===== src/srpg_pkg.sv =====
package srpg_pkg;

  // Default widths.
  localparam int unsigned DelayBitsDefault    = 20;
  localparam int unsigned StepBitsDefault     = 32;
  localparam int unsigned IntervalBitsDefault = 16;

  // Register reset values.
  localparam int unsigned RunDelayReset      = 1000;
  localparam int unsigned StartDelayReset    = 0;
  localparam int unsigned FloorDelayReset    = 100;
  localparam int unsigned IntervalCountReset = 1;
  localparam int unsigned IntervalPauseReset = 0;

  // Command carried in the input tuser; the unused code behaves as a tick.
  typedef enum logic [1:0] {
    OP_TICK  = 2'd0,
    OP_START = 2'd1,
    OP_STOP  = 2'd2
  } opcode_e;

  // Register indexes of the configuration port.
  typedef enum logic [2:0] {
    CFG_RUN_DELAY      = 3'd0,
    CFG_START_DELAY    = 3'd1,
    CFG_FLOOR_DELAY    = 3'd2,
    CFG_INTERVAL_COUNT = 3'd3,
    CFG_INTERVAL_PAUSE = 3'd4
  } cfg_idx_e;

  typedef enum logic [2:0] {
    PH_IDLE  = 3'b001,
    PH_RUN   = 3'b010,
    PH_PAUSE = 3'b100
  } phase_e;

  // Single-bit status of one result.
  typedef struct packed {
    logic error;
    logic busy;
    logic enable;
    logic dir;
    logic step;
  } flags_t;

endpackage


===== src/srpg_ctrl.sv =====
module srpg_ctrl #(
  parameter int unsigned DELAY_BITS    = srpg_pkg::DelayBitsDefault,
  parameter int unsigned STEP_BITS     = srpg_pkg::StepBitsDefault,
  parameter int unsigned INTERVAL_BITS = srpg_pkg::IntervalBitsDefault
) (
  input  logic                     clk_i,
  input  logic                     rst_ni,
  input  logic                     item_en_i,
  input  srpg_pkg::opcode_e        op_i,
  input  logic [STEP_BITS-1:0]     steps_i,
  input  logic                     dir_i,
  input  logic [DELAY_BITS-1:0]    run_delay_i,
  input  logic [DELAY_BITS-1:0]    start_delay_i,
  input  logic [DELAY_BITS-1:0]    floor_delay_i,
  input  logic [INTERVAL_BITS-1:0] interval_count_i,
  input  logic [DELAY_BITS-1:0]    interval_pause_i,
  output srpg_pkg::flags_t         flags_o,
  output logic [INTERVAL_BITS-1:0] interval_o,
  output logic [STEP_BITS-1:0]     steps_left_o
);

  localparam int unsigned CmpW = (DELAY_BITS > STEP_BITS) ? DELAY_BITS : STEP_BITS;

  srpg_pkg::phase_e         phase_q, phase_d;
  logic [DELAY_BITS-1:0]    tick_q, tick_d;
  logic [DELAY_BITS-1:0]    cur_q, cur_d;
  logic [DELAY_BITS-1:0]    lo_q, lo_d;
  logic [DELAY_BITS-1:0]    hi_q, hi_d;
  logic [STEP_BITS-1:0]     rem_q, rem_d;
  logic [STEP_BITS-1:0]     latched_q, latched_d;
  logic                     pulse_q, pulse_d;
  logic [INTERVAL_BITS-1:0] inum_q, inum_d;
  logic                     dir_q, dir_d;
  logic                     err_q, err_d;

  // Ramp bounds that a new interval starts from.
  logic [DELAY_BITS-1:0] ramp_lo, ramp_hi;
  assign ramp_lo = (run_delay_i > floor_delay_i) ? run_delay_i : floor_delay_i;
  assign ramp_hi = (start_delay_i > ramp_lo) ? start_delay_i : ramp_lo;

  logic [STEP_BITS-1:0]     rem_dec;
  logic [DELAY_BITS-1:0]    ramp_gap;
  logic [INTERVAL_BITS-1:0] inum_inc;
  logic                     tick_expired;
  assign rem_dec      = pulse_q ? (rem_q - STEP_BITS'(1)) : rem_q;
  assign ramp_gap     = hi_q - cur_q;
  assign inum_inc     = inum_q + INTERVAL_BITS'(1);
  assign tick_expired = (tick_q <= DELAY_BITS'(1));

  always_comb begin
    phase_d   = phase_q;
    tick_d    = tick_q;
    cur_d     = cur_q;
    lo_d      = lo_q;
    hi_d      = hi_q;
    rem_d     = rem_q;
    latched_d = latched_q;
    pulse_d   = pulse_q;
    inum_d    = inum_q;
    dir_d     = dir_q;
    err_d     = err_q;
    case (op_i)
      srpg_pkg::OP_START: begin
        if (phase_q == srpg_pkg::PH_IDLE) begin
          if (run_delay_i == '0) begin
            err_d = 1'b1;
          end else begin
            err_d     = 1'b0;
            dir_d     = dir_i;
            latched_d = steps_i;
            pulse_d   = 1'b0;
            if ((steps_i == '0) || (interval_count_i == '0)) begin
              rem_d  = '0;
              inum_d = '0;
            end else begin
              inum_d  = INTERVAL_BITS'(1);
              lo_d    = ramp_lo;
              hi_d    = ramp_hi;
              cur_d   = ramp_hi;
              tick_d  = ramp_hi;
              rem_d   = steps_i;
              phase_d = srpg_pkg::PH_RUN;
            end
          end
        end
      end
      srpg_pkg::OP_STOP: begin
        phase_d = srpg_pkg::PH_IDLE;
        pulse_d = 1'b0;
        inum_d  = '0;
        tick_d  = '0;
      end
      default: begin
        case (phase_q)
          srpg_pkg::PH_RUN: begin
            if (tick_expired) begin
              pulse_d = ~pulse_q;
              rem_d   = rem_dec;
              if (rem_dec == '0) begin
                // Interval done: finish the run, pause, or go straight on.
                if (inum_q >= interval_count_i) begin
                  phase_d = srpg_pkg::PH_IDLE;
                  inum_d  = '0;
                end else if (interval_pause_i == '0) begin
                  inum_d  = inum_inc;
                  lo_d    = ramp_lo;
                  hi_d    = ramp_hi;
                  cur_d   = ramp_hi;
                  tick_d  = ramp_hi;
                  rem_d   = latched_q;
                  pulse_d = 1'b0;
                  phase_d = srpg_pkg::PH_RUN;
                end else begin
                  phase_d = srpg_pkg::PH_PAUSE;
                  tick_d  = interval_pause_i;
                end
              end else begin
                // Slow down once the steps left fit in the ramp, else speed up.
                if (CmpW'(ramp_gap) >= CmpW'(rem_dec)) begin
                  cur_d = cur_q + DELAY_BITS'(1);
                end else if (cur_q > lo_q) begin
                  cur_d = cur_q - DELAY_BITS'(1);
                end
                tick_d = cur_d;
              end
            end else begin
              tick_d = tick_q - DELAY_BITS'(1);
            end
          end
          srpg_pkg::PH_PAUSE: begin
            if (tick_expired) begin
              inum_d  = inum_inc;
              lo_d    = ramp_lo;
              hi_d    = ramp_hi;
              cur_d   = ramp_hi;
              tick_d  = ramp_hi;
              rem_d   = latched_q;
              pulse_d = 1'b0;
              phase_d = srpg_pkg::PH_RUN;
            end else begin
              tick_d = tick_q - DELAY_BITS'(1);
            end
          end
          default: ;
        endcase
      end
    endcase
  end

  always_ff @(posedge clk_i or negedge rst_ni) begin
    if (!rst_ni) begin
      phase_q   <= srpg_pkg::PH_IDLE;
      tick_q    <= '0;
      cur_q     <= '0;
      lo_q      <= '0;
      hi_q      <= '0;
      rem_q     <= '0;
      latched_q <= '0;
      pulse_q   <= 1'b0;
      inum_q    <= '0;
      dir_q     <= 1'b0;
      err_q     <= 1'b0;
    end else if (item_en_i) begin
      phase_q   <= phase_d;
      tick_q    <= tick_d;
      cur_q     <= cur_d;
      lo_q      <= lo_d;
      hi_q      <= hi_d;
      rem_q     <= rem_d;
      latched_q <= latched_d;
      pulse_q   <= pulse_d;
      inum_q    <= inum_d;
      dir_q     <= dir_d;
      err_q     <= err_d;
    end
  end

  // The result shows the state as it stands after the item.
  assign flags_o.step   = pulse_d;
  assign flags_o.dir    = dir_d;
  assign flags_o.enable = (phase_d == srpg_pkg::PH_RUN);
  assign flags_o.busy   = (phase_d != srpg_pkg::PH_IDLE);
  assign flags_o.error  = err_d;
  assign interval_o     = inum_d;
  assign steps_left_o   = rem_d;

endmodule


===== src/stepper_ramp_pulse_generator.sv =====
// Stepper ramp pulse generator with a trapezoidal speed profile.
// Every transfer on the slave stream is one timer tick and carries a command
// in s_axis_tuser_i: tick, start run or stop. A start transfer also brings the
// full steps per interval and the direction. Every input transfer yields
// exactly one result transfer on the master stream with the step, direction
// and enable levels for the driver plus busy, interval number, steps left and
// the start error flag, all as they stand after that tick.
// The state update and the result are computed from the stored state in the
// cycle of the input transfer, and the result is registered. Throughput is
// one transfer per cycle while s_axis_tready_o is high, set by the ramp and
// countdown update on the state registers.
// The result side holds two entries (output register and skid register), so
// s_axis_tready_o is registered and stays high while one result waits. It
// drops only when both entries are full, i.e. when a result is held back
// while another input transfer comes in, and rises again as soon as one
// is taken.
// Reset loads the configuration defaults, clears the control state and empties both
// result entries, leaving the motor idle and disabled. The user must send configuration
// writes through the write port only while no run is in progress; it is not enforced.
module stepper_ramp_pulse_generator #(
  parameter int unsigned DELAY_BITS    = srpg_pkg::DelayBitsDefault,
  parameter int unsigned STEP_BITS     = srpg_pkg::StepBitsDefault,
  parameter int unsigned INTERVAL_BITS = srpg_pkg::IntervalBitsDefault,
  localparam int unsigned CfgW      = (DELAY_BITS > INTERVAL_BITS) ? DELAY_BITS : INTERVAL_BITS,
  localparam int unsigned InTdataW  = ((STEP_BITS + 1 + 7) / 8) * 8,
  localparam int unsigned OutW      = 4 + INTERVAL_BITS + STEP_BITS + 1,
  localparam int unsigned OutTdataW = ((OutW + 7) / 8) * 8
) (
  input  logic                 clk_i,
  input  logic                 rst_ni,
  // Configuration write port.
  input  logic                 cfg_we_i,
  input  logic [2:0]           cfg_idx_i,
  input  logic [CfgW-1:0]      cfg_wdata_i,
  // Input stream.
  input  logic                 s_axis_tvalid_i,
  output logic                 s_axis_tready_o,
  // Fields from bit 0: steps_per_interval, direction, zero padding.
  input  logic [InTdataW-1:0]  s_axis_tdata_i,
  // Fields from bit 0: opcode.
  input  logic [1:0]           s_axis_tuser_i,
  // Result stream.
  output logic                 m_axis_tvalid_o,
  input  logic                 m_axis_tready_i,
  // Fields from bit 0: step_pin, dir_pin, motor_enable, busy_res,
  // interval_index, steps_left, start_error, zero padding.
  output logic [OutTdataW-1:0] m_axis_tdata_o
);

  // Configuration registers.
  logic [DELAY_BITS-1:0]    run_delay_q, start_delay_q, floor_delay_q, pause_q;
  logic [INTERVAL_BITS-1:0] icount_q;

  always_ff @(posedge clk_i or negedge rst_ni) begin
    if (!rst_ni) begin
      run_delay_q   <= DELAY_BITS'(srpg_pkg::RunDelayReset);
      start_delay_q <= DELAY_BITS'(srpg_pkg::StartDelayReset);
      floor_delay_q <= DELAY_BITS'(srpg_pkg::FloorDelayReset);
      icount_q      <= INTERVAL_BITS'(srpg_pkg::IntervalCountReset);
      pause_q       <= DELAY_BITS'(srpg_pkg::IntervalPauseReset);
    end else if (cfg_we_i) begin
      case (srpg_pkg::cfg_idx_e'(cfg_idx_i))
        srpg_pkg::CFG_RUN_DELAY:      run_delay_q   <= cfg_wdata_i[DELAY_BITS-1:0];
        srpg_pkg::CFG_START_DELAY:    start_delay_q <= cfg_wdata_i[DELAY_BITS-1:0];
        srpg_pkg::CFG_FLOOR_DELAY:    floor_delay_q <= cfg_wdata_i[DELAY_BITS-1:0];
        srpg_pkg::CFG_INTERVAL_COUNT: icount_q      <= cfg_wdata_i[INTERVAL_BITS-1:0];
        srpg_pkg::CFG_INTERVAL_PAUSE: pause_q       <= cfg_wdata_i[DELAY_BITS-1:0];
        default: ;
      endcase
    end
  end

  logic in_xfer;
  assign in_xfer = s_axis_tvalid_i & s_axis_tready_o;

  srpg_pkg::flags_t         flags;
  logic [INTERVAL_BITS-1:0] interval_idx;
  logic [STEP_BITS-1:0]     steps_left;

  srpg_ctrl #(
    .DELAY_BITS    (DELAY_BITS),
    .STEP_BITS     (STEP_BITS),
    .INTERVAL_BITS (INTERVAL_BITS)
  ) u_ctrl (
    .clk_i            (clk_i),
    .rst_ni           (rst_ni),
    .item_en_i        (in_xfer),
    .op_i             (srpg_pkg::opcode_e'(s_axis_tuser_i)),
    .steps_i          (s_axis_tdata_i[STEP_BITS-1:0]),
    .dir_i            (s_axis_tdata_i[STEP_BITS]),
    .run_delay_i      (run_delay_q),
    .start_delay_i    (start_delay_q),
    .floor_delay_i    (floor_delay_q),
    .interval_count_i (icount_q),
    .interval_pause_i (pause_q),
    .flags_o          (flags),
    .interval_o       (interval_idx),
    .steps_left_o     (steps_left)
  );

  logic [OutW-1:0] result;
  assign result = {flags.error, steps_left, interval_idx,
                   flags.busy, flags.enable, flags.dir, flags.step};

  // Two-entry result buffer: output register plus skid register.
  logic            out_valid_q, out_valid_d;
  logic            skid_valid_q, skid_valid_d;
  logic [OutW-1:0] out_data_q, skid_data_q;
  logic            out_xfer, load_out, load_skid, move_skid;

  assign out_xfer = out_valid_q & m_axis_tready_i;

  always_comb begin
    out_valid_d  = out_valid_q;
    skid_valid_d = skid_valid_q;
    load_out     = 1'b0;
    load_skid    = 1'b0;
    move_skid    = 1'b0;
    if (out_xfer) begin
      if (skid_valid_q) begin
        move_skid    = 1'b1;
        skid_valid_d = 1'b0;
      end else begin
        out_valid_d = 1'b0;
      end
    end
    if (in_xfer) begin
      if (!out_valid_q || (out_xfer && !skid_valid_q)) begin
        load_out    = 1'b1;
        out_valid_d = 1'b1;
      end else begin
        load_skid    = 1'b1;
        skid_valid_d = 1'b1;
      end
    end
  end

  always_ff @(posedge clk_i or negedge rst_ni) begin
    if (!rst_ni) begin
      out_valid_q  <= 1'b0;
      skid_valid_q <= 1'b0;
    end else begin
      out_valid_q  <= out_valid_d;
      skid_valid_q <= skid_valid_d;
    end
  end

  always_ff @(posedge clk_i) begin
    if (load_out) begin
      out_data_q <= result;
    end else if (move_skid) begin
      out_data_q <= skid_data_q;
    end
    if (load_skid) begin
      skid_data_q <= result;
    end
  end

  assign s_axis_tready_o = ~skid_valid_q;
  assign m_axis_tvalid_o = out_valid_q;
  assign m_axis_tdata_o  = OutTdataW'(out_data_q);

endmodule


===== config.mk =====
export PLATFORM = sky130hd
export DESIGN_NAME = stepper_ramp_pulse_generator
export DESIGN_NICKNAME = d
export VERILOG_FILES = /design/src/srpg_pkg.sv /design/src/srpg_ctrl.sv /design/src/stepper_ramp_pulse_generator.sv
export SDC_FILE = /design/constraint.sdc
export NUM_CORES = 1
export LEC_CHECK = 0
export ABC_AREA = 1
export BUFFER_PORTS_ARGS = -buffer_cell sky130_fd_sc_hd__clkbuf_2
export CAP_MARGIN = 20
export CORE_UTILIZATION = 55
export CTS_CLUSTER_DIAMETER = 120
export DETAILED_ROUTE_END_ITERATION = 8
export GPL_TIMING_DRIVEN = 0
export PLACE_DENSITY = 0.76
export SYNTH_ARGS = -nofsm -noshare
export SYNTH_HDL_FRONTEND = slang
export SYNTH_SLANG_ARGS = --single-unit

===== constraint.sdc =====
create_clock -name clk_i -period 5.41 [get_ports clk_i]
set_input_delay 0.2705 -clock clk_i [delete_from_list [all_inputs] [get_ports clk_i]]
set_output_delay 0.2705 -clock clk_i [all_outputs]
set_load 0.05 [all_outputs]

==> results of run 1 <==
==> layer usage <==
| metal | vias up | wire (um) | GRT usage, % |
|---|---|---|---|
| li1 | 11950 | - | - |
| met4 | 0 | 4487 | 18.75 |
| met5 | - | 0 | 0 |
| met1 | 11500 | 33890 | 47.14 |
| met2 | 1269 | 38140 | 58.45 |
| met3 | 290 | 6989 | 5.364 |
==> layout by cell type, fill, tap and decap left out, types with 40 or more instances in the layout <==
cell type / netlist / final
clkbuf_1: 114 / 124
xor2_1: 62 / 62
clkbuf_16: 0 / 41
nor2_1: 278 / 277
a21oi_1: 178 / 177
edfxtp_1: 106 / 106
clkbuf_2: 0 / 116
o21ai_1: 30 / 40
o21ai_0: 412 / 400
dfrtp_1: 253 / 250
nand2_1: 1187 / 1186
nand3_1: 147 / 147
inv_1: 343 / 343
ha_1: 123 / 122
==> critical path: cells and delay by family, from the launching register on <==
family / cells / cell delay, ns
flops: 1 / 0.53
buf+inv: 4 / 0.99
simple gates: 11 / 1.18
fa+ha+maj: 2 / 0.71
compound gates: 6 / 1.64
==> state kept, by name (all words and copies together) (netlist names), 3 cells and up <==
signal	count
icount_q	16
u_ctrl.inum_q	16
u_ctrl.cur_q	20
out_data_q	53
floor_delay_q	20
u_ctrl.lo_q	20
pause_q	20
u_ctrl.hi_q	20
u_ctrl.latched_q	32
start_delay_q	20
run_delay_q	20
skid_data_q	53
u_ctrl.tick_q	20
u_ctrl.rem_q	32
u_ctrl.phase_q	3
==> timing repair <==
| item | CTS | global route |
|---|---|---|
| gates resized for setup | 2 | 26 |
| pin swaps | 0 | 0 |
| hold buffers | 31 | 0 |
| hold endpoints to repair | 86 | 0 |
| endpoints found under the setup margin | 2 | 42 |
| setup buffers | 0 | 6 |
==> final cells by class <==
cell class | instances | area share, %
Clock inverter | 14 | 0.4623
Clock buffer | 58 | 4.050
Inverter | 363 | 4.890
Buffer | 147 | 2.147
Timing Repair Buffer | 159 | 3.752
Sequential cell | 370 | 34.84
Tap cell | 592 | 2.632
Multi-Input combinational cell | 2662 | 47.23
==> report_power, final <==
part	internal (mW)	leakage [nW]	total, mW	switching [mW]
clock	1.56	0.621	2.76	1.19
combinational	3.08	8.56	10.5	7.38
sequential	3.83	4.31	4.51	0.679
==> worst paths after layout <==
| kind | start | to | slack [ns] | depth (start not counted) |
|---|---|---|---|---|
| setup reg to reg | floor_delay_q[5]$_DFFE_PN1P_ | u_ctrl.cur_q[12]$_DFFE_PN0P_ | 0.19 | 23 |
| max in group asynchronous | rst_ni | u_ctrl.latched_q[22]$_DFFE_PN0P_ | 4.22 | 3 |
| min in group asynchronous | rst_ni | floor_delay_q[14]$_DFFE_PN0P_ | 0.25 | 2 |
| hold / removal | s_axis_tdata_i[0] | u_ctrl.latched_q[0]$_DFFE_PN0P_ | 0.06 | 3 |
| hold reg to reg | floor_delay_q[12]$_DFFE_PN0P_ | floor_delay_q[12]$_DFFE_PN0P_ | 0.48 | 2 |
| setup / recovery | floor_delay_q[5]$_DFFE_PN1P_ | u_ctrl.cur_q[12]$_DFFE_PN0P_ | 0.19 | 23 |
==> cell families (layout without fill, tap and decap cells) <==
| family | count (synthesis) | in the layout | share of synthesized area, % |
|---|---|---|---|
| AOI/OAI and AO/OA | 714 | 714 | 15.63 |
| xor gates and xnor gates | 75 | 75 | 2.626 |
| adders and majority gates | 124 | 124 | 6.233 |
| buffers and inverters | 511 | 741 | 7.864 |
| DFF | 370 | 370 | 39.19 |
| other | 1 | 3 | 0.01499 |
| and+or+nand+nor | 1746 | 1746 | 28.44 |
==> flow_summary.toml, run 1 <==
[outcome]
status = "complete, no violations"

[floorplanning]
die_h_um = 215.3
core_sq_um = 44510
io_pins = 128
die_w_um = 215.3
start_util_pct = 56.20
die-area_sq_um = 46330
row_count = 77

[synth]
synth.distinct_cells = 50
synth_most_common_cell = "nand2_1"
synth_edf_count = 106
syn_inst = 3541
ys_top_cells_by_count = "nand2_1 (1187), o21ai_0 (412), inv_1 (343)"
synth_seq_area_share_pct = 39.19
syn_area_sq_um = 25010
yosys_warnings = 0
synth_ff_type = "dfrtp_1"
synth-seq-cells = 370
async_flop_share_pct = 71.35
synth.area.top_cells = "dfrtp_1 (25%), nand2_1 (18%), edfxtp_1 (13%)"
yosysTopAreaCellShare_pct = 25.31
yosysTopAreaCell = "dfrtp_1"
avgSynthCellArea_sq_um = 7.064

[grt]
antenna_found_initial = 0
grt_max_degree = 109
track_usage_pct = 36.17
grt_pass1_wl_mm = 132.2
grt-ovfl-total = 0
grt_pass1_vias = 23820

[power_and_ir_drop]
max-vdd-ir-drop_uv = 354.1
leakagePower_nw = 13.50
p_per_area_nw_per_um2 = 629.8
power_mw = 17.73

[cells_and_area]
seq_area_sq_um = 9807
final_core_util_pct = 63.24
multi_input_area_sq_um = 13290
stdcell_count = 4365
antennaDiodeCount = 0
drive_above_1_share_pct = 8.110
fillers = 4131
fin_area_sq_um = 28150
synthToLayoutAreaGrowth_pct = 12.53
nNetsFinal = 3938

[sta]
fin_worst_skew_ns = 0.01152
period_needed_ns = 5.223
fmax_mhz = 191.5
fin_tns_setup_ns = 0
hold_viol_final = 0
report.final.slew_viol_count = 0
fin_crit_sh_pct = 96.55
timing.hold.ws_ns = 0.06010
rsz0062_at_grt = "yes"
relSlewSlack_pct = 27.63
worst_slew_pin_slew_ns = 1.074
worst_slack_ns = 0.1867
finalSetupViolCount = 0

[route]
dr.pass1.iters = 8
drc_errors = 0
ant_nets = 0
viasPerCell = 5.730
post_drt_wl_per_cell_um = 19.13
wirelength_mm = 83.51
vias = 25010
drtIter0Drc = 2789

[worst_setup_path]
cp_slowest_cell = "o21ai_0"
cp.arrival_ns = 5.62
critPathKind = "flip-flop to flip-flop"
cp-end-kind = "flip-flop"
cp-start-kind = "flip-flop"
worstPathRequired_ns = 5.81
critPathMaxFanout = 10
cpMostUsedCell = "nand2_1"
slowest_delay_ns = 0.87
crit_chain = "inv_1, ha_1, a21oi_1, o21ai_0, nand2_1, nand3_1, nand2_1, nand3_1, nand2_1, clkbuf_1, o21ai_0, ha_1, nand4_1, nor2_1, nand4_1, nand3_1, nand2_1, clkbuf_1, clkbuf_1, o21ai_0, a21oi_1, nand2_1, o21ai_1"

[place]
hpwl_mm = 62.93
place_inst = 4256
port_buffers = 117
placed_area_sq_um = 26470
place_ws_ns = -0.1009
place_congestion = 1.021

[clock_tree]
cts_tree = "built"
cts_root_buf = "clkbuf_16"
clk_path_buf_depth = 3
numCtsBuffers = 41
worstSkewPairLatency_ns = 0.57
clock_sinks = 370
h-tree-depth = 2
clk_pin_slew_ns = 0.06

[hold_path]
worstHoldPathType = "input pin to flip-flop"

[flow_run]
drv_cap = 0
(Power assumes the default switching activity.)
==> run 2: changes to the inputs <==
- BUFFER_PORTS_ARGS: -buffer_cell sky130_fd_sc_hd__clkbuf_2 -> unset
- DONT_BUFFER_PORTS: unset -> 1
- PLACE_DENSITY: 0.76 -> 0.73
==> flow_summary.toml, run 2 (synthesis gave the netlist of run 1 again) <==
[floorplanning]
die-area_sq_um = 46330
row_count = 77
start_util_pct = 56.20
io_pins = 128
die_h_um = 215.3
die_w_um = 215.3
core_sq_um = 44510

[hold_path]
worstHoldPathType = "input pin to async pin"

[clock_tree]
postCtsHoldBufs = 44
cts_root_buf = "clkbuf_16"
worstSkewPairLatency_ns = 0.59
clock_sinks = 370
h-tree-depth = 2
post_cts_buffers = 0
clk_pin_slew_ns = 0.06
numCtsBuffers = 43
cts_tree = "built"
clk_path_buf_depth = 3

[route]
viasPerCell = 5.957
ant_nets = 0
drtIter0Drc = 2851
wirelength_mm = 88.09
drc_errors = 0
post_drt_wl_per_cell_um = 20.68
dr.pass1.iters = 7
vias = 25380

[grt]
busiest_layer = "met2"
grt_pass1_wl_mm = 135.4
met3_usage_pct = 4.643
met2_usage_pct = 61.04
grt_max_degree = 265
grt-ovfl-total = 0
track_usage_pct = 37.60
met1_usage_pct = 48.92
grt_pass1_vias = 24140
antenna_found_initial = 0

[sta]
relSlewSlack_pct = 40.62
fmax_mhz = 190.7
worst_slew_pin_slew_ns = 0.8906
report.final.slew_viol_count = 0
timing.hold.ws_ns = -0.6150
hold_viol_final = 264
finalSetupViolCount = 0
fin_crit_sh_pct = 96.90
fin_worst_skew_ns = 0.01894
rsz0062_at_grt = "yes"
fin_tns_setup_ns = 0
period_needed_ns = 5.243

[worst_setup_path]
critPathMaxFanout = 10
cp.arrival_ns = 5.75
critPathKind = "flip-flop to flip-flop"
cp-end-kind = "flip-flop"
cp-start-kind = "flip-flop"
worstPathRequired_ns = 5.92

[power_and_ir_drop]
max-vdd-ir-drop_uv = 671.8
p_per_area_nw_per_um2 = 656.2
leakagePower_nw = 13.10

[cells_and_area]
synthToLayoutAreaGrowth_pct = 10.81
largestRegisters = "out_data_q x53, skid_data_q x53"
fin_area_sq_um = 27720
antennaDiodeCount = 0
final_common_cell = "nand2_1"
layout_common_cells = "nand2_1 (1187), o21ai_0 (396), inv_1 (343), nor2_1 (277), dfrtp_1 (249)"
drive_above_1_share_pct = 5.371
nNetsFinal = 3827
final_core_util_pct = 62.27
stdcell_count = 4260
fillers = 4093

[place]
port_buffers = 0
placed_area_sq_um = 25820
place_congestion = 1.019
place_inst = 4137
hpwl_mm = 64.95

[outcome]
violations = "hold timing"
status = "finished with violations"

[flow_run]
drv_cap = 0
## run 2: critical path, cell delays in order, from the launching register on
cell and delay, ns:
dfrtp_1 0.48, ha_1 0.22, inv_1 0.06, fa_1 0.39
nand3_1 0.09, nand2_1 0.11, nand2_1 0.10, nand2_1 0.11
a21boi_0 0.28, o21ai_1 0.14, a21boi_1 0.22, o21ai_1 0.12
a21oi_1 0.14, o21ai_0 0.11, xor2_1 0.16, ha_1 0.28
inv_1 0.05, o31ai_1 0.30, a21oi_1 0.12, nor2_1 0.11
nand2_1 0.21, clkbuf_4 0.29, o21ai_1 0.51, nand2_1 0.22
nand3_1 0.16, nand2_1 0.06, a21oi_1 0.12
## run 2: timing repair
action                                 in CTS  in global routing
cloned                                      0                  0
setup endpoints to repair                  13                 41
endpoints found under the hold margin     331                264
resized for setup                           3                 34
## run 2: routing by layer
metal | share of wire (%) | vias to the layer above | wire [um]
met5 | 0 | - | 0
met4 | 5.7 | 0 | 4991
met3 | 8.2 | 285 | 7230
met2 | 46 | 1393 | 40700
met1 | 40 | 11970 | 35170
li1 | - | 11720 | -
## run 2: area by class of cell
cell class | instances | area (sq um) | share of cell area, %
inverters | 363 | 1371 | 4.947
well taps | 592 | 740.7 | 2.672
plain buffers | 147 | 609.3 | 2.198
repair buffers | 46 | 480.5 | 1.733
flip-flops and latches | 370 | 9808 | 35.39
clock inverters | 27 | 255.2 | 0.9209
multi-input cells | 2662 | 13280 | 47.91
clock buffers | 53 | 1174 | 4.234
## run 2: power breakdown
| group | total [mW] | switching (mW) | leakage, nW | internal, mW |
|---|---|---|---|---|
| clock network | 3.01 | 1.30 | 0.709 | 1.71 |
| registers | 5.03 | 1.18 | 4.31 | 3.85 |
| logic | 10.1 | 7.18 | 8.08 | 2.96 |
| total | 18.2 | 9.67 | 13.1 | 8.52 |
## run 2: worst paths after layout
| check | from | endpoint | slack, ns | cells past startpoint |
|---|---|---|---|---|
| setup / recovery | u_ctrl.cur_q[0]$_DFFE_PN0P_ | u_ctrl.tick_q[6]$_DFFE_PN0P_ | 0.17 | 26 |
| hold / removal | rst_ni | floor_delay_q[15]$_DFFE_PN0P_ | -0.61 | 0 |
| setup reg to reg | u_ctrl.cur_q[0]$_DFFE_PN0P_ | u_ctrl.tick_q[6]$_DFFE_PN0P_ | 0.17 | 26 |
| hold reg to reg | pause_q[15]$_DFFE_PN0P_ | pause_q[15]$_DFFE_PN0P_ | 0.49 | 2 |
| max in group asynchronous | rst_ni | u_ctrl.cur_q[3]$_DFFE_PN0P_ | 5.60 | 0 |
| min in group clk_i | s_axis_tdata_i[7] | skid_data_q[27]$_DFFE_PP_ | 0.02 | 3 |
## run 2: metrics by stage
stage | setup WS [ns] | total power, mW | hold WS [ns]
floorplan | 0.3440 | 11.28 | -0.02509
global placement | -1.178 | 14.45 | -0.01751
detailed placement | -0.3186 | 14.73 | -0.01885
CTS | 0.003634 | 17.81 | -0.6359
global route | -0.05216 | 19.27 | -0.6339
finish | 0.1674 | 18.19 | -0.6150
